### config.mk
export PLATFORM = sky130hd
export DESIGN_NAME = encoder_count_extender_with_latch_flat
export DESIGN_NICKNAME = d
export VERILOG_FILES = /design/src/rtl/core/ecx_pkg.sv /design/src/rtl/core/ecx_sample_if.sv /design/src/rtl/core/ecx_result_if.sv /design/src/rtl/core/ecx_front.sv /design/src/rtl/core/ecx_queue.sv /design/src/rtl/core/ecx_back.sv /design/src/rtl/core/encoder_count_extender_with_latch.sv /design/src/flat_wrapper.sv
export SDC_FILE = /design/constraint.sdc
export NUM_CORES = 2
export LEC_CHECK = 0
export BUFFER_PORTS_ARGS = -buffer_cell sky130_fd_sc_hd__buf_2
export CORE_ASPECT_RATIO = 0.6
export CORE_MARGIN = 2
export CORE_UTILIZATION = 60
export DETAILED_ROUTE_END_ITERATION = 6
export GPL_TIMING_DRIVEN = 0
export PLACE_DENSITY = 0.79
export SYNTH_ARGS = -nofsm -noshare
export SYNTH_HDL_FRONTEND = slang
export SYNTH_SLANG_ARGS = --single-unit
### constraint.sdc
create_clock -name clk -period 11.56 [get_ports clk]
set_input_delay 2.312 -clock clk [delete_from_list [all_inputs] [get_ports clk]]
set_output_delay 2.312 -clock clk [all_outputs]
set_load 0.01 [all_outputs]
### src/rtl/core/ecx_pkg.sv
// ----------------------------------------------------------------------------
// ecx_pkg
// Shared types and constants of the encoder count extender.
// ----------------------------------------------------------------------------
package ecx_pkg;

    typedef logic signed [15:0] raw_count_t;
    typedef logic signed [31:0] total_count_t;
    typedef logic signed [31:0] gain_t;
    typedef logic signed [63:0] position_t;

    // Depth of the queue between the count tracker and the scaling stage.
    // It must be a power of two so that the pointers wrap by themselves.
    localparam int QUEUE_DEPTH = 2;
    localparam int QUEUE_PTR_W = $clog2(QUEUE_DEPTH);
    localparam int QUEUE_CNT_W = $clog2(QUEUE_DEPTH + 1);

    // One tracked cycle, waiting for scaling.
    typedef struct packed {
        total_count_t total_count;
        raw_count_t   shown_raw_count;
        raw_count_t   captured_latch;
        logic         preset_pending;
        logic         rising_armed;
        logic         falling_armed;
    } track_t;

endpackage

### src/rtl/core/ecx_sample_if.sv
// ----------------------------------------------------------------------------
// ecx_sample_if
// Channel that carries one process-data cycle into the block.
// ----------------------------------------------------------------------------
interface ecx_sample_if;

    logic                valid;
    logic                ready;
    logic                link_operational;
    ecx_pkg::raw_count_t module_count;
    ecx_pkg::raw_count_t module_latch;
    logic                latch_event;
    logic                preset_done;
    logic                clear_request;
    logic                preset_request;
    logic                arm_rising;
    logic                arm_falling;

    modport source
    (
        output valid,
        input  ready,
        output link_operational,
        output module_count,
        output module_latch,
        output latch_event,
        output preset_done,
        output clear_request,
        output preset_request,
        output arm_rising,
        output arm_falling
    );

    modport sink
    (
        input  valid,
        output ready,
        input  link_operational,
        input  module_count,
        input  module_latch,
        input  latch_event,
        input  preset_done,
        input  clear_request,
        input  preset_request,
        input  arm_rising,
        input  arm_falling
    );

endinterface

### src/rtl/core/ecx_result_if.sv
// ----------------------------------------------------------------------------
// ecx_result_if
// Channel that carries one extended count and position out of the block.
// ----------------------------------------------------------------------------
interface ecx_result_if;

    logic                  valid;
    logic                  ready;
    ecx_pkg::total_count_t total_count;
    ecx_pkg::position_t    position;
    ecx_pkg::raw_count_t   shown_raw_count;
    ecx_pkg::raw_count_t   captured_latch;
    logic                  preset_pending;
    logic                  rising_armed;
    logic                  falling_armed;

    modport source
    (
        output valid,
        input  ready,
        output total_count,
        output position,
        output shown_raw_count,
        output captured_latch,
        output preset_pending,
        output rising_armed,
        output falling_armed
    );

    modport sink
    (
        input  valid,
        output ready,
        input  total_count,
        input  position,
        input  shown_raw_count,
        input  captured_latch,
        input  preset_pending,
        input  rising_armed,
        input  falling_armed
    );

endinterface

### src/rtl/core/ecx_front.sv
// ----------------------------------------------------------------------------
// ecx_front
// Count tracker: takes process-data words, keeps the raw-count history and
// the host request flags, and pushes one tracked word per operational cycle.
// ----------------------------------------------------------------------------
module ecx_front
(
    input  logic                clk,
    input  logic                rst_n,
    ecx_sample_if.sink          sample,
    input  logic                queue_full,
    output logic                push,
    output ecx_pkg::track_t     push_data
);

    ecx_pkg::raw_count_t   previous_raw_reg, previous_raw_next;
    ecx_pkg::total_count_t accumulated_reg, accumulated_next;
    logic                  first_cycle_reg, first_cycle_next;
    logic                  was_operational_reg, was_operational_next;
    ecx_pkg::raw_count_t   held_raw_reg, held_raw_next;
    ecx_pkg::raw_count_t   latch_copy_reg, latch_copy_next;
    logic                  preset_flag_reg, preset_flag_next;
    logic                  rising_enable_reg, rising_enable_next;
    logic                  falling_enable_reg, falling_enable_next;

    logic accept;

    // A word is taken whenever the queue has room, operational or not.
    assign sample.ready = !queue_full;
    assign accept       = sample.valid && !queue_full;
    assign push         = accept && sample.link_operational;

    always_comb
    begin
        ecx_pkg::raw_count_t   prev;
        ecx_pkg::raw_count_t   delta;
        ecx_pkg::total_count_t acc;
        logic                  pf;
        logic                  re;
        logic                  fe;
        logic                  first;

        pf    = preset_flag_reg || sample.preset_request;
        re    = rising_enable_reg || sample.arm_rising;
        fe    = falling_enable_reg || sample.arm_falling;
        prev  = was_operational_reg ? previous_raw_reg : sample.module_count;
        acc   = accumulated_reg;
        first = first_cycle_reg;

        if (sample.preset_done)
        begin
            prev = sample.module_count;
            pf   = 1'b0;
        end

        held_raw_next = pf ? held_raw_reg : sample.module_count;

        if (first || sample.clear_request)
        begin
            first = 1'b0;
            prev  = sample.module_count;
            acc   = '0;
        end

        latch_copy_next = latch_copy_reg;
        if (sample.latch_event)
        begin
            latch_copy_next = sample.module_latch;
            prev            = sample.module_latch;
            acc             = '0;
            re              = 1'b0;
            fe              = 1'b0;
        end

        delta = sample.module_count - prev;
        acc   = acc + ecx_pkg::total_count_t'(delta);

        accumulated_next     = acc;
        previous_raw_next    = sample.module_count;
        first_cycle_next     = first;
        was_operational_next = 1'b1;
        preset_flag_next     = pf;
        rising_enable_next   = re;
        falling_enable_next  = fe;

        push_data.total_count     = acc;
        push_data.shown_raw_count = held_raw_next;
        push_data.captured_latch  = latch_copy_next;
        push_data.preset_pending  = pf;
        push_data.rising_armed    = re;
        push_data.falling_armed   = fe;
    end

    always_ff @(posedge clk or negedge rst_n)
    begin
        if (!rst_n)
        begin
            previous_raw_reg    <= '0;
            accumulated_reg     <= '0;
            first_cycle_reg     <= 1'b1;
            was_operational_reg <= 1'b0;
            held_raw_reg        <= '0;
            latch_copy_reg      <= '0;
            preset_flag_reg     <= 1'b0;
            rising_enable_reg   <= 1'b0;
            falling_enable_reg  <= 1'b0;
        end
        else if (accept)
        begin
            if (sample.link_operational)
            begin
                previous_raw_reg    <= previous_raw_next;
                accumulated_reg     <= accumulated_next;
                first_cycle_reg     <= first_cycle_next;
                was_operational_reg <= was_operational_next;
                held_raw_reg        <= held_raw_next;
                latch_copy_reg      <= latch_copy_next;
                preset_flag_reg     <= preset_flag_next;
                rising_enable_reg   <= rising_enable_next;
                falling_enable_reg  <= falling_enable_next;
            end
            else
            begin
                // Dropping out of operational state only forces a resync later.
                was_operational_reg <= 1'b0;
            end
        end
    end

endmodule

### src/rtl/core/ecx_queue.sv
// ----------------------------------------------------------------------------
// ecx_queue
// Small register queue between the count tracker and the scaling stage.
// ----------------------------------------------------------------------------
module ecx_queue
(
    input  logic            clk,
    input  logic            rst_n,
    input  logic            push,
    input  ecx_pkg::track_t push_data,
    output logic            full,
    input  logic            pop,
    output ecx_pkg::track_t pop_data,
    output logic            empty
);

    ecx_pkg::track_t                   entry_reg [ecx_pkg::QUEUE_DEPTH];
    logic [ecx_pkg::QUEUE_PTR_W-1:0]   wr_ptr_reg, wr_ptr_next;
    logic [ecx_pkg::QUEUE_PTR_W-1:0]   rd_ptr_reg, rd_ptr_next;
    logic [ecx_pkg::QUEUE_CNT_W-1:0]   fill_reg, fill_next;

    assign full     = (fill_reg == ecx_pkg::QUEUE_CNT_W'(ecx_pkg::QUEUE_DEPTH));
    assign empty    = (fill_reg == '0);
    assign pop_data = entry_reg[rd_ptr_reg];

    always_comb
    begin
        wr_ptr_next = push ? wr_ptr_reg + 1'b1 : wr_ptr_reg;
        rd_ptr_next = pop ? rd_ptr_reg + 1'b1 : rd_ptr_reg;
        fill_next   = fill_reg;
        if (push && !pop)
        begin
            fill_next = fill_reg + 1'b1;
        end
        else if (pop && !push)
        begin
            fill_next = fill_reg - 1'b1;
        end
    end

    always_ff @(posedge clk or negedge rst_n)
    begin
        if (!rst_n)
        begin
            wr_ptr_reg <= '0;
            rd_ptr_reg <= '0;
            fill_reg   <= '0;
        end
        else
        begin
            wr_ptr_reg <= wr_ptr_next;
            rd_ptr_reg <= rd_ptr_next;
            fill_reg   <= fill_next;
        end
    end

    always_ff @(posedge clk)
    begin
        if (push)
        begin
            entry_reg[wr_ptr_reg] <= push_data;
        end
    end

endmodule

### src/rtl/core/ecx_back.sv
// ----------------------------------------------------------------------------
// ecx_back
// Scaling stage: multiplies the extended count by the gain and holds the
// finished word in the output register until it is taken.
// ----------------------------------------------------------------------------
module ecx_back
(
    input  logic            clk,
    input  logic            rst_n,
    input  ecx_pkg::gain_t  gain,
    input  logic            queue_empty,
    input  ecx_pkg::track_t queue_data,
    output logic            pop,
    ecx_result_if.source    result
);

    logic               valid_reg;
    ecx_pkg::track_t    track_reg;
    ecx_pkg::position_t position_reg;
    ecx_pkg::position_t position_next;

    // Both operands are signed 32-bit values; the casts only sign-extend so
    // that the full 64-bit product is kept.
    assign position_next = ecx_pkg::position_t'(queue_data.total_count)
                         * ecx_pkg::position_t'(gain);

    assign pop = !queue_empty && (!valid_reg || result.ready);

    always_ff @(posedge clk or negedge rst_n)
    begin
        if (!rst_n)
        begin
            valid_reg <= 1'b0;
        end
        else if (pop)
        begin
            valid_reg <= 1'b1;
        end
        else if (result.ready)
        begin
            valid_reg <= 1'b0;
        end
    end

    always_ff @(posedge clk)
    begin
        if (pop)
        begin
            track_reg    <= queue_data;
            position_reg <= position_next;
        end
    end

    assign result.valid           = valid_reg;
    assign result.total_count     = track_reg.total_count;
    assign result.position        = position_reg;
    assign result.shown_raw_count = track_reg.shown_raw_count;
    assign result.captured_latch  = track_reg.captured_latch;
    assign result.preset_pending  = track_reg.preset_pending;
    assign result.rising_armed    = track_reg.rising_armed;
    assign result.falling_armed   = track_reg.falling_armed;

endmodule

### src/rtl/core/encoder_count_extender_with_latch.sv
// ----------------------------------------------------------------------------
// encoder_count_extender_with_latch
// Extends a wrapping 16-bit encoder count to 32 bits and scales it to a
// fixed-point position, with external latch and preset handling.
// ----------------------------------------------------------------------------
// Each word on the sample channel is one process-data cycle of an encoder
// channel. A word with link_operational low is taken, gives no result and only
// marks the link as dropped, so the next operational word resynchronizes the
// raw count. Every operational word gives exactly one result word. The block
// takes one word per clock cycle when the result side keeps up. A taken word
// is written into the tracker queue and then moves into the multiplier output
// register, where it is presented on the result channel until it is taken.
// The sustained rate of one word a cycle when the result side keeps up is set
// by the count tracker, whose state update is combinational, and by the one
// 32 x 32 signed multiplier in the scaling stage. The position gain register
// is written through cfg_wr_en and cfg_wr_data and must only be changed while
// no words are in flight.
// ----------------------------------------------------------------------------
module encoder_count_extender_with_latch
#(
    parameter int GAIN_FRACTION_BITS = 16
)
(
    input  logic                 clk,
    input  logic                 rst_n,
    ecx_sample_if.sink           sample,
    ecx_result_if.source         result,
    input  logic                 cfg_wr_en,
    input  ecx_pkg::gain_t       cfg_wr_data
);

    // The gain resets to 1.0 in the chosen fixed-point format.
    localparam logic [31:0] GAIN_RESET = 32'd1 << GAIN_FRACTION_BITS;

    ecx_pkg::gain_t  gain_reg;

    // Connections between the tracker, the queue and the scaling stage.
    logic            queue_full;
    logic            queue_empty;
    logic            push;
    logic            pop;
    ecx_pkg::track_t push_data;
    ecx_pkg::track_t pop_data;

    // The gain register; its value feeds the multiplier directly.
    always_ff @(posedge clk or negedge rst_n)
    begin
        if (!rst_n)
        begin
            gain_reg <= ecx_pkg::gain_t'(GAIN_RESET);
        end
        else if (cfg_wr_en)
        begin
            gain_reg <= cfg_wr_data;
        end
    end

    // The tracker keeps all per-channel state and decides, word by word,
    // whether a result is due. It stalls only when the queue is full.
    ecx_front u_front
    (
        .clk        (clk),
        .rst_n      (rst_n),
        .sample     (sample),
        .queue_full (queue_full),
        .push       (push),
        .push_data  (push_data)
    );

    // The queue lets the tracker keep taking words while a finished result
    // waits on the output side.
    ecx_queue u_queue
    (
        .clk       (clk),
        .rst_n     (rst_n),
        .push      (push),
        .push_data (push_data),
        .full      (queue_full),
        .pop       (pop),
        .pop_data  (pop_data),
        .empty     (queue_empty)
    );

    // The scaling stage multiplies into its output register and presents
    // the word until the result channel takes it.
    ecx_back u_back
    (
        .clk         (clk),
        .rst_n       (rst_n),
        .gain        (gain_reg),
        .queue_empty (queue_empty),
        .queue_data  (pop_data),
        .pop         (pop),
        .result      (result)
    );

endmodule

### src/flat_wrapper.sv
// flat-port wrapper written by rule: the top's interface ports become plain ports
module encoder_count_extender_with_latch_flat 
#(
    parameter int GAIN_FRACTION_BITS = 16
)
  (clk, rst_n, cfg_wr_en, cfg_wr_data, sample_valid, sample_ready, sample_link_operational, sample_module_count, sample_module_latch, sample_latch_event, sample_preset_done, sample_clear_request, sample_preset_request, sample_arm_rising, sample_arm_falling, result_valid, result_ready, result_total_count, result_position, result_shown_raw_count, result_captured_latch, result_preset_pending, result_rising_armed, result_falling_armed);
  ecx_sample_if sample_i ();
  ecx_result_if result_i ();
  input  logic clk;
  input  logic rst_n;
  input  logic cfg_wr_en;
  input  ecx_pkg::gain_t cfg_wr_data;
  input wire logic [$bits(sample_i.valid)-1:0] sample_valid;
  output wire logic [$bits(sample_i.ready)-1:0] sample_ready;
  input wire logic [$bits(sample_i.link_operational)-1:0] sample_link_operational;
  input wire logic [$bits(sample_i.module_count)-1:0] sample_module_count;
  input wire logic [$bits(sample_i.module_latch)-1:0] sample_module_latch;
  input wire logic [$bits(sample_i.latch_event)-1:0] sample_latch_event;
  input wire logic [$bits(sample_i.preset_done)-1:0] sample_preset_done;
  input wire logic [$bits(sample_i.clear_request)-1:0] sample_clear_request;
  input wire logic [$bits(sample_i.preset_request)-1:0] sample_preset_request;
  input wire logic [$bits(sample_i.arm_rising)-1:0] sample_arm_rising;
  input wire logic [$bits(sample_i.arm_falling)-1:0] sample_arm_falling;
  output wire logic [$bits(result_i.valid)-1:0] result_valid;
  input wire logic [$bits(result_i.ready)-1:0] result_ready;
  output wire logic [$bits(result_i.total_count)-1:0] result_total_count;
  output wire logic [$bits(result_i.position)-1:0] result_position;
  output wire logic [$bits(result_i.shown_raw_count)-1:0] result_shown_raw_count;
  output wire logic [$bits(result_i.captured_latch)-1:0] result_captured_latch;
  output wire logic [$bits(result_i.preset_pending)-1:0] result_preset_pending;
  output wire logic [$bits(result_i.rising_armed)-1:0] result_rising_armed;
  output wire logic [$bits(result_i.falling_armed)-1:0] result_falling_armed;
  assign sample_i.valid = sample_valid;
  assign sample_ready = sample_i.ready;
  assign sample_i.link_operational = sample_link_operational;
  assign sample_i.module_count = sample_module_count;
  assign sample_i.module_latch = sample_module_latch;
  assign sample_i.latch_event = sample_latch_event;
  assign sample_i.preset_done = sample_preset_done;
  assign sample_i.clear_request = sample_clear_request;
  assign sample_i.preset_request = sample_preset_request;
  assign sample_i.arm_rising = sample_arm_rising;
  assign sample_i.arm_falling = sample_arm_falling;
  assign result_valid = result_i.valid;
  assign result_i.ready = result_ready;
  assign result_total_count = result_i.total_count;
  assign result_position = result_i.position;
  assign result_shown_raw_count = result_i.shown_raw_count;
  assign result_captured_latch = result_i.captured_latch;
  assign result_preset_pending = result_i.preset_pending;
  assign result_rising_armed = result_i.rising_armed;
  assign result_falling_armed = result_i.falling_armed;
  encoder_count_extender_with_latch #(.GAIN_FRACTION_BITS(GAIN_FRACTION_BITS)) u_core (.clk(clk), .rst_n(rst_n), .sample(sample_i), .result(result_i), .cfg_wr_en(cfg_wr_en), .cfg_wr_data(cfg_wr_data));
endmodule
Word level (Yosys, flattened, before mapping)
Memories as Yosys holds them, arrays and structs flattened.
Cells that the tools add are included.

word-level totals
  bits in registers = 253
  RAM bits = 134
  bits of input ports = 76
  output and inout bits = 133
  word-level logic and storage cells = 68
  memories kept = 1

memory list
  memory                    words  bits a word  rd ports  clocked after memory_dff  write ports  line             RTL
  u_core.u_queue.entry_reg  2      67           1         0                         1            ecx_queue.sv:17  ecx_pkg::track_t entry_reg [ecx_pkg::QUEUE_DEPTH];

operators by class
  add/subtract/negate cells = 6
  multipliers = 1
  equal/unequal tests = 1
  mux-type cells = 18
  reductions and logical operators = 20

operators with widths
  cell                                              number
  two-way mux 16 bit                                6
  multiplier 32 x 32 -> 64 bit                      1
  two-way mux 32 bit                                2
  adder 32 x 16 -> 32 bit                           1
  subtractor 16 bit                                 1
  two-way mux 1 bit                                 8
  logical AND 1 bit                                 5
  logical NOT 1 bit                                 5
  logical OR 1 bit                                  5
  two-way mux 2 bit                                 2
  nonzero test 2 bit                                2
  AND reduction 3 bit                               1
  adder 1 bit, second input constant                2
  adder 2 x 1 -> 2 bit, second input constant       1
  == test 2 bit, second input constant              1
  logical NOT 2 bit                                 1
  AND reduction 2 bit                               1
  subtractor 2 x 1 -> 2 bit, second input constant  1

Depth between registers and ports, before layout
  depth after elaboration = 8
  mapped depth = 31
  gate-level depth less buffers = 28

Modules after synthesis
A second synthesis with hierarchy kept.

unflattened totals
  cells, all modules = 5120
  area, all modules = 53229.8 µm²

by module, submodules not included
  module                             times used  cells an instance  area each (µm²)
  ecx_back                           1           3981               40108.5
  ecx_front                          1           846                6662.6
  ecx_queue                          1           225                5112.4
  encoder_count_extender_with_latch  1           68                 1346.3

Worst setup path after synthesis
No wires, ideal clock.

  path type = reg-to-reg
  from = register u_core.u_queue.rd_ptr_reg
  to = register u_core.u_back.position_reg[62] (netlist: u_core.u_back.result.position[62]) (data pin)
  library setup time = 0.258 ns
  arrival time = 8.179 ns
  setup slack = 3.123 ns
  cell stages (with the launch flop) = 27
  path buffers = 3
  period minus slack after synthesis = 8.437 ns
  cells stage by stage = dfrtp_1 -> clkbuf_1 -> buf_1 -> mux2_2 -> clkbuf_1 -> nand2_1 -> inv_1 -> fa_1 -> fa_1 -> fa_1 -> fa_1 -> inv_1 -> fa_1 -> inv_1 -> fa_1 -> fa_1 -> inv_1 -> fa_1 -> inv_1 -> ha_1 -> nand4_1 -> or2_2 -> nor3_1 -> a2111oi_2 -> o21bai_1 -> a41oi_2 -> xnor2_1

between the ends
  longest elaborated chain between the ends = 2

RTL lines
  what                                 line             RTL
  from (decl)                          ecx_queue.sv:19  logic [ecx_pkg::QUEUE_PTR_W-1:0] rd_ptr_reg, rd_ptr_next;
  from (signal assigned)               ecx_queue.sv:52  rd_ptr_reg <= rd_ptr_next;
  memory (2 x 67 bit)                  -
  multiplier 32 x 32 -> 64 bit         ecx_back.sv:25   * ecx_pkg::position_t'(gain);
  via u_core.u_back.position_next[62]  ecx_back.sv:20   ecx_pkg::position_t position_next;
  to (signal assigned)                 ecx_back.sv:50   position_reg <= position_next;
  to (decl)                            ecx_back.sv:19   ecx_pkg::position_t position_reg;

The timed path passes the listed nets, and every way through them passes these cells.
A chain may end at the register's enable or synchronous reset.

==> reports/qor.yml <==
run_status:
  run_status: "finished, violations left"
  failed_checks: "DRC, setup timing"
worst_setup_path:
  path_buf_inv: 4
  cp.arrival_ns: 12.04
  worst_stage_delay_on_the_critical_path_ns: 0.91
  worstPathRequired_ns: 12.04
  critical_path.startpoint_type: "flop"
  crit_chain: "clkbuf_1 > clkbuf_1 > mux2_2 > clkdlybuf4s15_1 > nand2_1 > fa_1 > fa_1 > fa_1 > fa_1 > inv_1 > fa_1 > fa_1 > fa_1 > fa_1 > ha_1 > nand4_1 > or4_1 > o22ai_2 > a211oi_1 > a31oi_1 > a21oi_2 > or3b_2 > nand3_1"
  critical_path.endpoint_type: "flop"
  critical-path-slowest-cell: "sky130_fd_sc_hd__clkdlybuf4s15_1"
  worst_setup_path_startpoint: "u_core.u_queue.rd_ptr_reg$_DFFE_PN0P_"
  path_delay_family: "adder cells"
  timing_worst_setup_path_type: "flop to flop"
  worstReg2RegStart: "u_core.u_queue.rd_ptr_reg$_DFFE_PN0P_"
  critical_path.most_common_cell: "sky130_fd_sc_hd__fa_1"
  worst-path-max-fanout: 10
clock_tree:
  clk_pin_slew_ns: 0.07
  cts.htree.levels: 2
  cts_tree: "built"
  number_of_sinks_driven_by_the_clock_tree: 387
  cts_setup_buffers: 0
  cts_inserted_buffers: 40
  postCtsHoldBufs: 0
  clock_insertion_delay_worst_skew_ns: 0.64
  ctsRootBufferMaster: "sky130_fd_sc_hd__clkbuf_16"
  max-clock-path-buffers: 3
sta:
  rsz_0062_raised_after_global_routing: "no"
  final_min_period_over_clock_period: 1.00
  finalHoldViolations: 0
  finalMaxSlewViolations: 0
  worst_clock_skew_ns: 0.0502
  relSlewSlack: 0.0276
  tns_ns: -0.00453
  layout_min_cycle_time_ns: 11.56
  finalSetupViolCount: 1
  transition_time_at_the_pin_with_the_least_slew_margin_ns: 1.46
  worst_slack_ns: -0.00453
  max_clock_freq_ghz: 0.0865
min_path:
  hp-class: "flop to flop"
  hold_path.startpoint: "u_core.u_front.accumulated_reg[29]$_DFFE_PN0P_"
floorplan:
  die_extent_in_x_um: 385
  dieArea_um2: 89700
  num_rows: 83
  pin_count: 209
  initial_core_util: 0.609
  core_region_area_um2: 86000
  die_h_um: 233
placed_design:
  finalWeightedCongestion: 1.16
  detailedPlacementHpwl_um: 155000
  io_buffers: 206
  placement.setup.worst_slack_ns: 0.132
finish:
  layout.nets: 6667
  fillers: 6714
  largest_register_ffs: 134
  synthesis_to_finish_area_growth_pct: 7.71
  final_layout_size_suffix_gt1_frac: 0.0882
synth:
  post_synth_main_area_contributors: "sky130_fd_sc_hd__fa_1 (41%), sky130_fd_sc_hd__edfxtp_1 (15%), sky130_fd_sc_hd__inv_1 (7.0%)"
  async_flop_share: 0.315
  synth.lib_cells_used.distinct: 73
  synth_largest_type_area_fraction: 0.414
  cell_accounting_for_the_most_synthesized_area: "sky130_fd_sc_hd__fa_1"
  synth_sequential_area_ratio: 0.210
  synthesis.nets: 6412
  synth_edf_count: 265
  synth_area_per_cell_um2: 10.4
  postSynthCellCount: 5021
  synth-seq-cells: 387
  netlist_area_um2: 52400
  synth_ff_type: "sky130_fd_sc_hd__edfxtp_1"
  synth-warning-count: 0
global_route:
  first_global_vias: 38964
  grt_start_max_net_pins: 87
  antenna_found_initial: 21
  overflow: 0
  grt_util_all_layers: 0.429
  first_pass_grt_wire_length_um: 269000
route:
  detailroute.via_count: 39133
  drt_pre_antenna_iters: 7
  detail_route.drc_violations: 38
  routed_wirelength_um: 186000
  route.antenna.remaining_nets: 0
  drt_first_iter_violations: 5413
  post_drt_via_cell_ratio: 6.05
  wl_per_cell_um: 28.8
flow_run:
  cap_violations: 0
## worst paths after layout
check / endpoint / slack [ns] / cells after the start
max in group asynchronous: u_core.u_front.accumulated_reg[24]$_DFFE_PN0P_ / 9.02 / 2
hold / removal: u_core.u_front.accumulated_reg[29]$_DFFE_PN0P_ / 0.47 / 2
hold reg to reg: u_core.u_front.accumulated_reg[29]$_DFFE_PN0P_ / 0.47 / 2
setup reg to reg: u_core.u_back.result.position[57]$_DFFE_PP_ / -0.005 / 23
min in group asynchronous: u_core.u_front.accumulated_reg[0]$_DFFE_PN0P_ / 1.66 / 1
setup / recovery: u_core.u_back.result.position[57]$_DFFE_PP_ / -0.005 / 23
## worst register-to-register path: cells and delay by family, from the launching register on
family                     cells  cell delay, ns
DFF                            1            0.33
muxes                          1            0.60
buffers and inverters          4            1.91
adders and majority gates      9            4.67
and+or+nand+nor                5            2.25
AOI/OAI and AO/OA              4            1.67
## through the flow
stage / instance area, um2 / hold slack, ns / util / std cells
final: 56400 / 0.466 / 0.656 / 6472
after global routing: 56400 / 0.491 / 0.656 / 6463
after CTS: 56300 / 0.471 / 0.655 / 6455
after detailed placement: 55000 / 0.455 / 0.640 / 6381
after global placement: 54800 / 0.449 / 0.638 / 6374
after floorplan: 52400 / 0.437 / - / 5021
## area by class of cell
class | count | area (um2) | area share
diodes | 17 | 42.5 | 0.000754
plain buffers | 244 | 932 | 0.0165
clock buffers | 57 | 1170 | 0.0207
clock inverters | 17 | 140 | 0.00248
inverters | 984 | 3700 | 0.0656
multi-input cells | 3406 | 36800 | 0.652
flip-flops and latches | 387 | 11000 | 0.195
well taps | 1147 | 1440 | 0.0254
repair buffers | 213 | 1210 | 0.0214
## cell usage in the layout, fill, tap and decap left out, drive strengths merged, types with 79 or more instances in the layout
cell type  count
xnor2         79
clkbuf       295
nor2          95
ha           231
inv          987
and2         551
a21oi        128
mux2         151
dfrtp        120
fa          1084
buf          218
nand2        717
edfxtp       265
## cells in the mapped netlist (10+ instances only)
| library cell | n |
|---|---|
| sky130_fd_sc_hd__fa_1 | 1084 |
| sky130_fd_sc_hd__inv_1 | 982 |
| sky130_fd_sc_hd__nand2_1 | 717 |
| sky130_fd_sc_hd__and2_1 | 551 |
| sky130_fd_sc_hd__edfxtp_1 | 265 |
| sky130_fd_sc_hd__clkbuf_1 | 238 |
| sky130_fd_sc_hd__ha_1 | 231 |
| sky130_fd_sc_hd__mux2_2 | 151 |
| sky130_fd_sc_hd__a21oi_1 | 127 |
| sky130_fd_sc_hd__dfrtp_1 | 120 |
| sky130_fd_sc_hd__nor2_1 | 95 |
| sky130_fd_sc_hd__xnor2_1 | 79 |
| sky130_fd_sc_hd__o21ai_0 | 58 |
| sky130_fd_sc_hd__a21o_1 | 52 |
| sky130_fd_sc_hd__xor2_1 | 36 |
| sky130_fd_sc_hd__nand3_1 | 28 |
| sky130_fd_sc_hd__nor3_1 | 21 |
| sky130_fd_sc_hd__o21bai_1 | 20 |
| sky130_fd_sc_hd__nand4_1 | 14 |
| sky130_fd_sc_hd__or2_2 | 11 |
| sky130_fd_sc_hd__a211oi_1 | 10 |
## cells by family (layout without fill, tap and decap cells)
kind of cell             after synthesis  count (layout)  share of synthesized area
multiplexers                         152             152                     0.0327
AND/OR/NAND/NOR                     1482            1482                      0.138
XOR/XNOR                             115             115                     0.0192
other                                  0              17                          0
adder cells (fa/ha/maj)             1315            1315                      0.470
AO/OA/AOI/OAI                        342             342                     0.0425
flip-flops                           387             387                      0.210
buffers and inverters               1228            1515                     0.0882
## routing by layer
layer	global-route usage	part of all wire	up-vias
li1	-	-	15697
met1	0.620	0.40	19923
met2	0.486	0.35	3136
met3	0.329	0.22	346
met4	0.0823	0.022	31
met5	0.101	0.0076	-
## repair_timing
action	4_1_cts	5_1_grt
endpoints found under the setup margin	0	14
gates resized for setup	0	8
endpoints found under the hold margin	0	0
Power is left out: the tool's default activity adds up to more than one toggle a clock period on the data nets, which glitch-free logic cannot reach.
